## src/serial_keypad_frame_receiver_assert.svh

```systemverilog
// ----------------------------------------------------------------------------
// Serial keypad frame receiver assertion macros
// Concurrent check wrappers clocked on clk; NO_ASSERTIONS strips them out.
// ----------------------------------------------------------------------------
`ifndef SERIAL_KEYPAD_FRAME_RECEIVER_ASSERT_SVH
`define SERIAL_KEYPAD_FRAME_RECEIVER_ASSERT_SVH

`ifndef NO_ASSERTIONS
// check outside reset
`define SKPR_ASSERT(label, prop, msg) \
    label: assert property (@(posedge clk) disable iff (!rst_n) (prop)) else $error(msg);
// check at every edge, reset included
`define SKPR_ASSERT_ALWAYS(label, prop, msg) \
    label: assert property (@(posedge clk) (prop)) else $error(msg);
`else
`define SKPR_ASSERT(label, prop, msg)
`define SKPR_ASSERT_ALWAYS(label, prop, msg)
`endif

`endif

```

## src/skpr_pkg.sv

```systemverilog
// ----------------------------------------------------------------------------
// Serial keypad frame receiver package
// Shared types, phase constants and the pin table of the frame sequence.
// ----------------------------------------------------------------------------
`default_nettype none

package skpr_pkg;

    localparam int PHASE_W = 5;
    localparam logic [PHASE_W-1:0] PHASE_COUNT = 5'd26;
    localparam logic [PHASE_W-1:0] PHASE_IDLE  = 5'd31;
    localparam logic [PHASE_W-1:0] PHASE_FIRST = 5'd0;
    localparam logic [PHASE_W-1:0] DATA_FIRST  = 5'd6;
    localparam logic [PHASE_W-1:0] DATA_LAST   = 5'd20;

    localparam int HALF_PERIOD_W = 16;
    localparam int COLUMNS_W     = 5;
    localparam int CFG_DATA_W    = 16;
    localparam int CFG_INDEX_W   = 1;

    localparam logic [HALF_PERIOD_W-1:0] HALF_PERIOD_RESET = 16'd25;
    localparam logic [COLUMNS_W-1:0]     KEY_COLUMNS_RESET = 5'd8;
    localparam logic [COLUMNS_W-1:0]     MAX_COLUMNS       = 5'd16;

    typedef enum logic [CFG_INDEX_W-1:0] {
        CFG_HALF_PERIOD = 1'b0,
        CFG_KEY_COLUMNS = 1'b1
    } cfg_index_t;

    typedef struct packed {
        logic scl;
        logic sda_low;
    } pins_t;

    // per-tick result of the sequencer
    typedef struct packed {
        pins_t      pins;
        logic       busy;
        logic       done;
        logic [7:0] byte_val;
    } step_res_t;

    typedef struct packed {
        logic       pressed;
        logic [2:0] row;
        logic [3:0] column;
        logic [6:0] index;
        logic [7:0] raw;
    } key_event_t;

    // pin levels for a phase; anything past the frame is the idle bus
    function automatic pins_t phase_pins(input logic [PHASE_W-1:0] ph);
        pins_t p;
        p = '{scl: 1'b1, sda_low: 1'b0};
        case (ph) inside
            [5'd0:5'd2]:   p = '{scl: 1'b1, sda_low: 1'b1};
            5'd3:          p = '{scl: 1'b0, sda_low: 1'b1};
            5'd4:          p = '{scl: 1'b0, sda_low: 1'b0};
            5'd5:          p = '{scl: 1'b1, sda_low: 1'b0};
            [5'd6:5'd21]:  p = '{scl: ph[0], sda_low: 1'b0};
            [5'd22:5'd23]: p = '{scl: 1'b1, sda_low: 1'b1};
            5'd24:         p = '{scl: 1'b0, sda_low: 1'b1};
            5'd25:         p = '{scl: 1'b1, sda_low: 1'b0};
            default:       p = '{scl: 1'b1, sda_low: 1'b0};
        endcase
        return p;
    endfunction

endpackage

`default_nettype wire

```

## src/skpr_in_if.sv

```systemverilog
// ----------------------------------------------------------------------------
// Serial keypad frame receiver sample channel
// Valid/ready channel carrying the sampled IRQ and SDA levels of one tick.
// ----------------------------------------------------------------------------
`default_nettype none

interface skpr_in_if;
    logic valid;
    logic ready;
    logic irq_level;
    logic sda_level;

    modport source (output valid, output irq_level, output sda_level, input ready);
    modport sink   (input valid, input irq_level, input sda_level, output ready);
endinterface

`default_nettype wire

```

## src/skpr_out_if.sv

```systemverilog
// ----------------------------------------------------------------------------
// Serial keypad frame receiver report channel
// Valid/ready channel carrying pin levels, status and the decoded key event.
// ----------------------------------------------------------------------------
`default_nettype none

interface skpr_out_if;
    logic       valid;
    logic       ready;
    logic       scl_level;
    logic       sda_drive_low;
    logic       busy_res;
    logic       event_valid;
    logic       key_pressed;
    logic [2:0] key_row;
    logic [3:0] key_column;
    logic [6:0] key_index;
    logic [7:0] raw_byte;

    modport source (
        output valid, output scl_level, output sda_drive_low, output busy_res,
        output event_valid, output key_pressed, output key_row, output key_column,
        output key_index, output raw_byte, input ready
    );
    modport sink (
        input valid, input scl_level, input sda_drive_low, input busy_res,
        input event_valid, input key_pressed, input key_row, input key_column,
        input key_index, input raw_byte, output ready
    );
endinterface

`default_nettype wire

```

## src/skpr_step.sv

```systemverilog
// ----------------------------------------------------------------------------
// Serial keypad frame sequencer
// Edge detect, phase counter, phase timer and data shift register.
// ----------------------------------------------------------------------------
`default_nettype none

module skpr_step #(
    parameter int TIMER_WIDTH = 16
) (
    input  wire                                  clk,
    input  wire                                  rst_n,
    input  wire                                  advance,
    input  wire                                  irq_level,
    input  wire                                  sda_level,
    input  wire  [skpr_pkg::HALF_PERIOD_W-1:0]   half_period,
    output skpr_pkg::step_res_t                  res
);
    import skpr_pkg::*;

    localparam int CMP_W = (TIMER_WIDTH > HALF_PERIOD_W) ? TIMER_WIDTH : HALF_PERIOD_W;

    logic                   irq_prev_reg, irq_prev_next;
    logic [PHASE_W-1:0]     phase_reg, phase_next;
    logic [TIMER_WIDTH-1:0] timer_reg, timer_next;
    logic [7:0]             shift_reg, shift_next;

    logic [CMP_W-1:0]       hp_w, tmax_w, lim_w;
    logic [TIMER_WIDTH-1:0] limit;
    logic                   fall;
    logic                   done;

    // phase length: zero acts as one, saturate to the timer range
    always_comb
    begin
        hp_w   = CMP_W'(half_period);
        tmax_w = CMP_W'({TIMER_WIDTH{1'b1}});
        if (hp_w == '0)
            lim_w = CMP_W'(1);
        else if (hp_w > tmax_w)
            lim_w = tmax_w;
        else
            lim_w = hp_w;
        limit = lim_w[TIMER_WIDTH-1:0];
    end

    assign fall = irq_prev_reg & ~irq_level;

    always_comb
    begin
        irq_prev_next = irq_level;
        phase_next    = phase_reg;
        timer_next    = timer_reg;
        shift_next    = shift_reg;
        done          = 1'b0;
        if (phase_reg >= PHASE_COUNT) begin
            phase_next = PHASE_IDLE;
            if (fall) begin
                phase_next = PHASE_FIRST;
                timer_next = TIMER_WIDTH'(1);
                shift_next = '0;
            end
        end else if (timer_reg >= limit) begin
            // sample SDA at the end of each data-bit low phase
            if ((phase_reg inside {[DATA_FIRST:DATA_LAST]}) && !phase_reg[0])
                shift_next = {shift_reg[6:0], sda_level};
            timer_next = TIMER_WIDTH'(1);
            if (phase_reg + PHASE_W'(1) >= PHASE_COUNT) begin
                phase_next = PHASE_IDLE;
                timer_next = '0;
                done       = 1'b1;
            end else begin
                phase_next = phase_reg + PHASE_W'(1);
            end
        end else begin
            timer_next = timer_reg + TIMER_WIDTH'(1);
        end
    end

    always_comb
    begin
        res.pins     = phase_pins(phase_next);
        res.busy     = (phase_next < PHASE_COUNT);
        res.done     = done;
        res.byte_val = shift_reg;
    end

    always_ff @(posedge clk or negedge rst_n)
    begin
        if (!rst_n) begin
            irq_prev_reg <= 1'b1;
            phase_reg    <= PHASE_IDLE;
            timer_reg    <= '0;
            shift_reg    <= '0;
        end else if (advance) begin
            irq_prev_reg <= irq_prev_next;
            phase_reg    <= phase_next;
            timer_reg    <= timer_next;
            shift_reg    <= shift_next;
        end
    end

endmodule

`default_nettype wire

```

## src/skpr_decode.sv

```systemverilog
// ----------------------------------------------------------------------------
// Serial keypad byte decoder
// Splits the received byte into press flag, row and column, forms key index.
// ----------------------------------------------------------------------------
`default_nettype none

module skpr_decode (
    input  wire                                 done,
    input  wire  [7:0]                          byte_val,
    input  wire  [skpr_pkg::COLUMNS_W-1:0]      key_columns,
    output skpr_pkg::key_event_t                key_event
);
    import skpr_pkg::*;

    logic [COLUMNS_W-1:0] cols;
    logic [3:0]           col;
    logic [2:0]           row;
    logic [7:0]           index_w;

    always_comb
    begin
        cols    = (key_columns > MAX_COLUMNS) ? MAX_COLUMNS : key_columns;
        row     = byte_val[6:4];
        col     = (byte_val[3:0] != 4'd0) ? (byte_val[3:0] - 4'd1) : 4'd0;
        // widen both factors first: row 7 by sixteen columns needs seven bits
        index_w = 8'(row) * 8'(cols) + 8'(col);

        key_event = '0;
        if (done) begin
            key_event.pressed = ~byte_val[7];
            key_event.row     = row;
            key_event.column  = col;
            key_event.index   = index_w[6:0];
            key_event.raw     = byte_val;
        end
    end

endmodule

`default_nettype wire

```

## src/serial_keypad_frame_receiver.sv

```systemverilog
// ----------------------------------------------------------------------------
// Serial keypad frame receiver
// Clocks one byte out of a keypad controller after an IRQ fall and reports it.
// ----------------------------------------------------------------------------
//
//   Channel   Dir   Handshake           Carries
//   sample    in    valid/ready         irq_level, sda_level (one tick)
//   report    out   valid/ready         pins, busy, key event (one per tick)
//   cfg       in    cfg_we, no stall    half_period_ticks, key_columns
//
// One request is taken every cycle while sample.ready is high; each request
// gives one report, passing the sample register and then the report register.
// Reset clears the sequencer to idle with SCL high and SDA released, and
// loads half_period_ticks = 25, key_columns = 8.
// A stalled report holds its register; the sample register keeps one more
// request, and sample.ready drops only once both are full.
//
`default_nettype none

`include "serial_keypad_frame_receiver_assert.svh"

module serial_keypad_frame_receiver #(
    parameter int TIMER_WIDTH = 16
) (
    input  wire                                clk,
    input  wire                                rst_n,
    skpr_in_if.sink                            sample,
    skpr_out_if.source                         report,
    input  wire                                cfg_we,
    input  wire  [skpr_pkg::CFG_INDEX_W-1:0]   cfg_index,
    input  wire  [skpr_pkg::CFG_DATA_W-1:0]    cfg_data
);
    import skpr_pkg::*;

    // configuration
    logic [HALF_PERIOD_W-1:0] half_period_reg;
    logic [COLUMNS_W-1:0]     key_columns_reg;

    // sample register
    logic s1_valid_reg, s1_valid_next;
    logic s1_irq_reg;
    logic s1_sda_reg;

    // report register
    logic        out_valid_reg, out_valid_next;
    step_res_t   out_step_reg;
    key_event_t  out_event_reg;

    logic        advance;
    logic        take;
    step_res_t   step_res;
    key_event_t  key_event;

    // advance the sample into the report slot when that slot is free or leaving
    assign advance = s1_valid_reg && (!out_valid_reg || report.ready);
    assign sample.ready = !s1_valid_reg || advance;
    assign take = sample.valid && sample.ready;

    always_ff @(posedge clk or negedge rst_n)
    begin
        if (!rst_n) begin
            half_period_reg <= HALF_PERIOD_RESET;
            key_columns_reg <= KEY_COLUMNS_RESET;
        end else if (cfg_we) begin
            case (cfg_index_t'(cfg_index))
                CFG_HALF_PERIOD: half_period_reg <= cfg_data[HALF_PERIOD_W-1:0];
                CFG_KEY_COLUMNS: key_columns_reg <= cfg_data[COLUMNS_W-1:0];
                default: ;
            endcase
        end
    end

    always_comb
    begin
        s1_valid_next = s1_valid_reg;
        if (take)
            s1_valid_next = 1'b1;
        else if (advance)
            s1_valid_next = 1'b0;

        out_valid_next = out_valid_reg;
        if (advance)
            out_valid_next = 1'b1;
        else if (report.ready)
            out_valid_next = 1'b0;
    end

    always_ff @(posedge clk or negedge rst_n)
    begin
        if (!rst_n) begin
            s1_valid_reg  <= 1'b0;
            out_valid_reg <= 1'b0;
        end else begin
            s1_valid_reg  <= s1_valid_next;
            out_valid_reg <= out_valid_next;
        end
    end

    // hold the request payload
    always_ff @(posedge clk)
    begin
        if (take) begin
            s1_irq_reg <= sample.irq_level;
            s1_sda_reg <= sample.sda_level;
        end
    end

    skpr_step #(
        .TIMER_WIDTH (TIMER_WIDTH)
    ) u_step (
        .clk         (clk),
        .rst_n       (rst_n),
        .advance     (advance),
        .irq_level   (s1_irq_reg),
        .sda_level   (s1_sda_reg),
        .half_period (half_period_reg),
        .res         (step_res)
    );

    skpr_decode u_decode (
        .done        (step_res.done),
        .byte_val    (step_res.byte_val),
        .key_columns (key_columns_reg),
        .key_event   (key_event)
    );

    // hold the report payload
    always_ff @(posedge clk)
    begin
        if (advance) begin
            out_step_reg  <= step_res;
            out_event_reg <= key_event;
        end
    end

    assign report.valid         = out_valid_reg;
    assign report.scl_level     = out_step_reg.pins.scl;
    assign report.sda_drive_low = out_step_reg.pins.sda_low;
    assign report.busy_res      = out_step_reg.busy;
    assign report.event_valid   = out_step_reg.done;
    assign report.key_pressed   = out_event_reg.pressed;
    assign report.key_row       = out_event_reg.row;
    assign report.key_column    = out_event_reg.column;
    assign report.key_index     = out_event_reg.index;
    assign report.raw_byte      = out_event_reg.raw;

    // a key event is always shown on an idle bus
    `SKPR_ASSERT(a_event_idle_bus,
        (report.valid && report.event_valid) |->
        (!report.busy_res && report.scl_level && !report.sda_drive_low),
        "key event reported while the frame is still busy")

    // requests stop only when both registers hold unsent work
    `SKPR_ASSERT(a_ready_only_when_full,
        !sample.ready |-> (s1_valid_reg && out_valid_reg && !report.ready),
        "sample channel stalled with free room")

    // a stalled report keeps the sequencer frozen
    `SKPR_ASSERT(a_stall_freezes_step,
        (report.valid && !report.ready) |-> !advance,
        "sequencer advanced while report stalled")

    // busy reports never claim an event
    `SKPR_ASSERT_ALWAYS(a_busy_no_event,
        !rst_n || !(report.valid && report.busy_res && report.event_valid),
        "event flagged during a busy tick")

endmodule

`default_nettype wire

```

## src/flat_wrapper.sv

```systemverilog
// flat-port wrapper written by rule: the top's interface ports become plain ports
module serial_keypad_frame_receiver_flat import skpr_pkg::*;
#(
    parameter int TIMER_WIDTH = 16
)
  (clk, rst_n, cfg_we, cfg_index, cfg_data, sample_valid, sample_irq_level, sample_sda_level, sample_ready, report_valid, report_scl_level, report_sda_drive_low, report_busy_res, report_event_valid, report_key_pressed, report_key_row, report_key_column, report_key_index, report_raw_byte, report_ready);
  skpr_in_if sample_i ();
  skpr_out_if report_i ();
  input  wire clk;
  input  wire rst_n;
  input  wire cfg_we;
  input  wire  [skpr_pkg::CFG_INDEX_W-1:0] cfg_index;
  input  wire  [skpr_pkg::CFG_DATA_W-1:0] cfg_data;
  input wire logic [$bits(sample_i.valid)-1:0] sample_valid;
  input wire logic [$bits(sample_i.irq_level)-1:0] sample_irq_level;
  input wire logic [$bits(sample_i.sda_level)-1:0] sample_sda_level;
  output wire logic [$bits(sample_i.ready)-1:0] sample_ready;
  output wire logic [$bits(report_i.valid)-1:0] report_valid;
  output wire logic [$bits(report_i.scl_level)-1:0] report_scl_level;
  output wire logic [$bits(report_i.sda_drive_low)-1:0] report_sda_drive_low;
  output wire logic [$bits(report_i.busy_res)-1:0] report_busy_res;
  output wire logic [$bits(report_i.event_valid)-1:0] report_event_valid;
  output wire logic [$bits(report_i.key_pressed)-1:0] report_key_pressed;
  output wire logic [$bits(report_i.key_row)-1:0] report_key_row;
  output wire logic [$bits(report_i.key_column)-1:0] report_key_column;
  output wire logic [$bits(report_i.key_index)-1:0] report_key_index;
  output wire logic [$bits(report_i.raw_byte)-1:0] report_raw_byte;
  input wire logic [$bits(report_i.ready)-1:0] report_ready;
  assign sample_i.valid = sample_valid;
  assign sample_i.irq_level = sample_irq_level;
  assign sample_i.sda_level = sample_sda_level;
  assign sample_ready = sample_i.ready;
  assign report_valid = report_i.valid;
  assign report_scl_level = report_i.scl_level;
  assign report_sda_drive_low = report_i.sda_drive_low;
  assign report_busy_res = report_i.busy_res;
  assign report_event_valid = report_i.event_valid;
  assign report_key_pressed = report_i.key_pressed;
  assign report_key_row = report_i.key_row;
  assign report_key_column = report_i.key_column;
  assign report_key_index = report_i.key_index;
  assign report_raw_byte = report_i.raw_byte;
  assign report_i.ready = report_ready;
  serial_keypad_frame_receiver #(.TIMER_WIDTH(TIMER_WIDTH)) u_core (.clk(clk), .rst_n(rst_n), .sample(sample_i), .report(report_i), .cfg_we(cfg_we), .cfg_index(cfg_index), .cfg_data(cfg_data));
endmodule
```

## config.mk

```make
export PLATFORM = sky130hd
export DESIGN_NAME = serial_keypad_frame_receiver_flat
export DESIGN_NICKNAME = d
export VERILOG_FILES = /design/src/skpr_pkg.sv /design/src/skpr_in_if.sv /design/src/skpr_out_if.sv /design/src/skpr_step.sv /design/src/skpr_decode.sv /design/src/serial_keypad_frame_receiver.sv /design/src/flat_wrapper.sv
export VERILOG_INCLUDE_DIRS = /design/src /design/src/src
export SDC_FILE = /design/constraint.sdc
export NUM_CORES = 1
export LEC_CHECK = 0
export BUFFER_PORTS_ARGS = -buffer_cell sky130_fd_sc_hd__buf_2
export CAP_MARGIN = 0
export CORE_UTILIZATION = 55
export DETAILED_ROUTE_END_ITERATION = 16
export PLACE_DENSITY = 0.77
export SETUP_SLACK_MARGIN = 0.3
export SYNTH_ARGS = -nofsm -noshare
export SYNTH_HDL_FRONTEND = slang
export SYNTH_SLANG_ARGS = --single-unit
export TNS_END_PERCENT = 20
```

## constraint.sdc

```tcl
create_clock -name clk -period 3.8 [get_ports clk]
set_input_delay 0.19 -clock clk [delete_from_list [all_inputs] [get_ports clk]]
set_output_delay 0.19 -clock clk [all_outputs]
set_load 0.01 [all_outputs]
```

# Yosys cells after proc, flatten, opt, wreduce, memory -nomap -nowiden
# Index checks and enable logic that the tools add are counted.
# word_totals
reg_bits	82
latch_bits	0
ram_bits	0
romBits	0
input_bits	24
output_inout_bits	29
wordCells	99
mem_count	0
# op_classes
addsub	4
mul	1
n_div	0
order_cmp	14
eq_ne	5
shift	0
mux	29
bitwise_logic	4
reduce_logical	23
# op_table
cell	count
$mux 16	5
$mux 8	4
$mux 5	5
$add 16x1->16 const B	1
$ge 16x16->1	1
$gt 16x16->1 const B	1
$logic_not 16->1	1
$ge 5x5->1 const B	3
$le 5x5->1 const B	3
$mux 2	6
$eq 5x3->1 const B	2
$ge 5x3->1 const B	2
$mux 1	8
$reduce_bool 2->1	4
$add 7x4->7	1
$logic_and 1x1->1	7
$mul 3x5->7	1
$reduce_and 2->1	3
$add 5x1->5 const B	1
$eq 5x2->1 const B	1
$eq 5x5->1 const B	1
$ge 5x1->1 const B	1
$gt 5x5->1 const B	1
$le 5x2->1 const B	1
11 further kinds	16

# Depth between registers and ports, before layout
# logic_depth
ltp_word	13
ltp_mapped	13
depth_no_buf	13

# By module
# Synthesis repeated with hierarchy kept, for this count alone.
# unflattened
hier_cells	453
hier_area_um2	4834.6
# modules_own_cells
mod	n_inst	cells_per_inst	area_each_um2	seq_area_each_um2
skpr_step	1	272	2298.5	758.2
serial_keypad_frame_receiver	1	83	1813.0	1451.4
skpr_decode	1	98	723.2	0.0

# Worst setup path before layout
# No wires, ideal clock.
# synth_timing
kind	register to register
start	reg u_core.key_columns_reg[4]
end	reg u_core.out_event_reg, in the netlist u_core.report.key_index[6], data pin
setup_time_ps	256
arrival_ps	2868
t_required_ps	3544
path_slack_ps	676
stages_incl_launch_ff	13
n_path_buf	0
synth_period_minus_slack_ps	3124
cell_sequence	dfrtp_1 -> nor2b_1 -> nand2_1 -> fa_1 -> fa_1 -> inv_1 -> ha_1 -> a21o_1 -> a21o_1 -> a21o_1 -> a21oi_1 -> xnor2_1 -> nor2_1
# synth_via
elab_chain_len	4
# synth_rtl
item	line_no	text
from (decl)	serial_keypad_frame_receiver.sv:37	logic [COLUMNS_W-1:0] key_columns_reg;
from (signal assigned)	serial_keypad_frame_receiver.sv:67	CFG_KEY_COLUMNS: key_columns_reg <= cfg_data[COLUMNS_W-1:0];
$gt 5x5->1	skpr_decode.sv:22	cols = (key_columns > MAX_COLUMNS) ? MAX_COLUMNS : key_columns;
$mux 5 *	skpr_decode.sv:22	
$mul 3x5->7 *	skpr_decode.sv:26	index_w = 8'(row) * 8'(cols) + 8'(col);
$add 7x4->7 *	skpr_decode.sv:26	
to (signal assigned)	serial_keypad_frame_receiver.sv:132	out_event_reg <= key_event;
to (decl)	serial_keypad_frame_receiver.sv:47	key_event_t out_event_reg;
# Every way passes the cells marked *; elsewhere a longest branch is shown, timed or not.
# A chain may end at the register's enable or synchronous reset.

# Final worst setup path
# Ends and elaborated chain as after synthesis.

==> metrics.cfg <==
[sta]
fmax_ghz=0.302
skew_ns=0.0143
rsz0062_at_grt=true
tightest_slew_ns=0.680
min_period_ns=3.31
drv_slew=0
fin_crit_sh_pct=87.1
worst_slack_ns=0.490
hold_viol_final=0
timing.slew.headroom_pct=54.7
setup_tns_ns=0
setup_viol_count_final=0

[placed_design]
dp_hpwl_mm=6.78
placed_area_mm2=0.00493
io_buffers=52
dp_slack_ns=0.435
gp_congestion=0.913

[die]
pin_count=53
num_rows=32
die-width_um=93.4
die_area_mm2=0.00872
initial_core_util_pct=58.2
coreArea_mm2=0.00789
dieHeight_um=93.4

[yosys]
yosys.area_share.adder_pct=11.1
synth_cell_type_count=60
synth.avg_cell_area_um2=9.83
synth_xor_area_share_pct=3.05
seq_area_frac_synth_pct=46.2
synth_top_area_cell=dfrtp_1
synth_top_family_by_area=simple AND/OR/NAND/NOR gates
ys_warn_count=0
async_flop_share_pct=67.1
synth-compound-area-share_pct=13.3
syn-cell-area_mm2=0.00459
synthSimpleGateAreaFrac_pct=19.8
syn_nets=528
synthTopCellsByArea=dfrtp_1 23%, edfxtp_1 17%, ha_1 8.4%, nand2_1 6.4%, dfstp_2 5.7%
synth_top_area_share_pct=23.4
synth_edf_count=26
synthMuxAreaShare_pct=2.13
synth_ff_type=dfrtp_1
ys_ff_latch=79
syn-instance-count=467

[power]
p_sw_share_pct=36.8
p_per_area_mw_per_mm2=543
combPwrFrac_pct=33.8
ir_drop_uv=249
power.switching_uw=1040
seqPwrFrac_pct=42.2
p_int_uw=1790
clockPowerShare_pct=24.0
static-leakage-power_uw=0.00241

[cts]
post-cts-setup-buffer-count=0
clockBufferDepth=2
clk_pin_slew_ns=0.09
clkSinkCount=79
htreeDepth=3
cts_buffers=9
root_buffer=clkbuf_8
clk_latency_ns=0.36
cts_tree=built

[critical_path]
end_kind=register
path_max_fanout=8
cp-start-kind=register
rrSetupSlack_ns=0.49
cp.arrival_ns=3.43
setup.worst_path.class=register to register
worstPathRequired_ns=3.92

[layout]
drive_gt1_share_pct=20.7
mostFrequentLayoutCell=nand2_1
finalNetCount=582
multi_input_area_mm2=0.00228
fin_util_pct=66.0
insertedDiodeCount=0
stdcell_area_mm2=0.00520
fillers=608
final_cell_mix=78 x nand2_1, 52 x buf_2, 42 x dfrtp_1, 34 x o21ai_0, 32 x inv_1
seqCellArea_mm2=0.00212
area_growth_pct=13.3

[detailed_routing]
ant_nets=0
vias_per_cell=5.59
drt_first_pass_iters=4
vias=3508
drt_iter0_markers=156
wl_per_cell_um=14.7
drc=0
wirelength_mm=9.23

[grt]
grt-ovfl-total=0
track_usage_pct=22.7
grt_max_degree=54
antenna_found_initial=0
grt_pass1_wl_mm=15.3
first_global_vias=3474

[run_status]
status=finished clean

[job]
cap_violations=0

[worst_hold_path]
hold_path_class=primary input to register

## what timing repair did
item	4_1_cts	5_1_grt
setup endpoints to repair	0	12
hold buffers	1	2
gates resized for setup	0	6
hold endpoints to repair	43	2
## worst max-delay path, stage by stage (launching register included)
cell and delay, ns:
dfrtp_2 0.47, nor2b_2 0.15, nand2_1 0.09, fa_1 0.51, fa_1 0.55, inv_1 0.07
ha_1 0.30, a21o_1 0.15, a21o_1 0.20, a21o_1 0.19, a21oi_1 0.19, xnor2_1 0.15
nor2_1 0.06
## kinds of logic (layout without fill, tap and decap cells)
family | count (synthesis) | after routing
buffers and inverters | 49 | 108
AND/OR/NAND/NOR | 187 | 187
AO/OA/AOI/OAI | 90 | 90
flip-flops | 79 | 79
adder cells (fa/ha/maj) | 37 | 37
XOR/XNOR | 16 | 16
multiplexers | 9 | 9
## synth_stat cells, types with 2 or more instances
cell type / count
nand2_1: 78
dfrtp_1: 43
o21ai_0: 34
inv_1: 32
ha_1: 31
nor2_1: 30
edfxtp_1: 26
and2_1: 21
a21oi_1: 14
dfstp_2: 10
nor2b_1: 10
xor2_1: 9
nand2b_1: 8
o21ai_1: 8
clkbuf_1: 7
xnor2_1: 7
fa_1: 6
mux2_2: 6
nor3_1: 6
a21o_1: 5
and3_1: 5
buf_2: 5
nand3_1: 5
buf_4: 4
nor4_1: 4
or3_1: 4
a32o_1: 3
mux2i_1: 3
nand4_1: 3
o31ai_1: 3
or2_2: 3
a21oi_2: 2
a32oi_1: 2
nand3_2: 2
nor3b_1: 2
o211ai_1: 2
## metrics by stage
step,hold slack [ns],power [µW],std cells
after floorplan,-0.106,1880,467
after global placement,0.346,2090,609
after detailed placement,0.359,2130,609
after CTS,0.00141,2810,626
after global routing,0.0268,3000,628
final,0.0268,2820,628
## power groups by stage
stage / logic (µW) / clock network, µW / registers (µW)
detailed placement: 924 / 0 / 1200
CTS: 931 / 689 / 1190
global route: 1070 / 718 / 1220
finish: 954 / 677 / 1190
floorplan: 721 / 0 / 1160
global placement: 893 / 0 / 1190
## metal layers
layer,track usage (%),up-vias,part of all wire (%)
met5,0,-,0
met4,9.49,0,3.1
met3,4.23,30,4.2
met2,39.9,99,50
met1,27.3,1664,43
li1,-,1715,-
## path summary, 6_finish.rpt
kind | start | end | cells past startpoint
max reg2reg | u_core.key_columns_reg[4]$_DFFE_PN0P_ | u_core.report.key_index[6]$_SDFFCE_PN0P_ | 12
min reg2reg | u_core.u_step.irq_prev_reg$_DFFE_PN1P_ | u_core.u_step.irq_prev_reg$_DFFE_PN1P_ | 2
min in group asynchronous | rst_n | u_core.u_step.timer_reg[4]$_DFFE_PN0P_ | 3
min | cfg_data[15] | u_core.half_period_reg[15]$_DFFE_PN0P_ | 3
max | u_core.key_columns_reg[4]$_DFFE_PN0P_ | u_core.report.key_index[6]$_SDFFCE_PN0P_ | 12
max in group asynchronous | rst_n | u_core.key_columns_reg[4]$_DFFE_PN0P_ | 3
## cell type report
class / instances / share of cell area, %
Sequential cell: 79 / 40.8
Clock buffer: 12 / 3.82
Timing Repair Buffer: 59 / 6.16
Clock inverter: 4 / 0.553
Tap cell: 102 / 2.45
Inverter: 33 / 2.38
Multi-Input combinational cell: 339 / 43.9
Note: power is estimated with default switching activity, not from simulation.
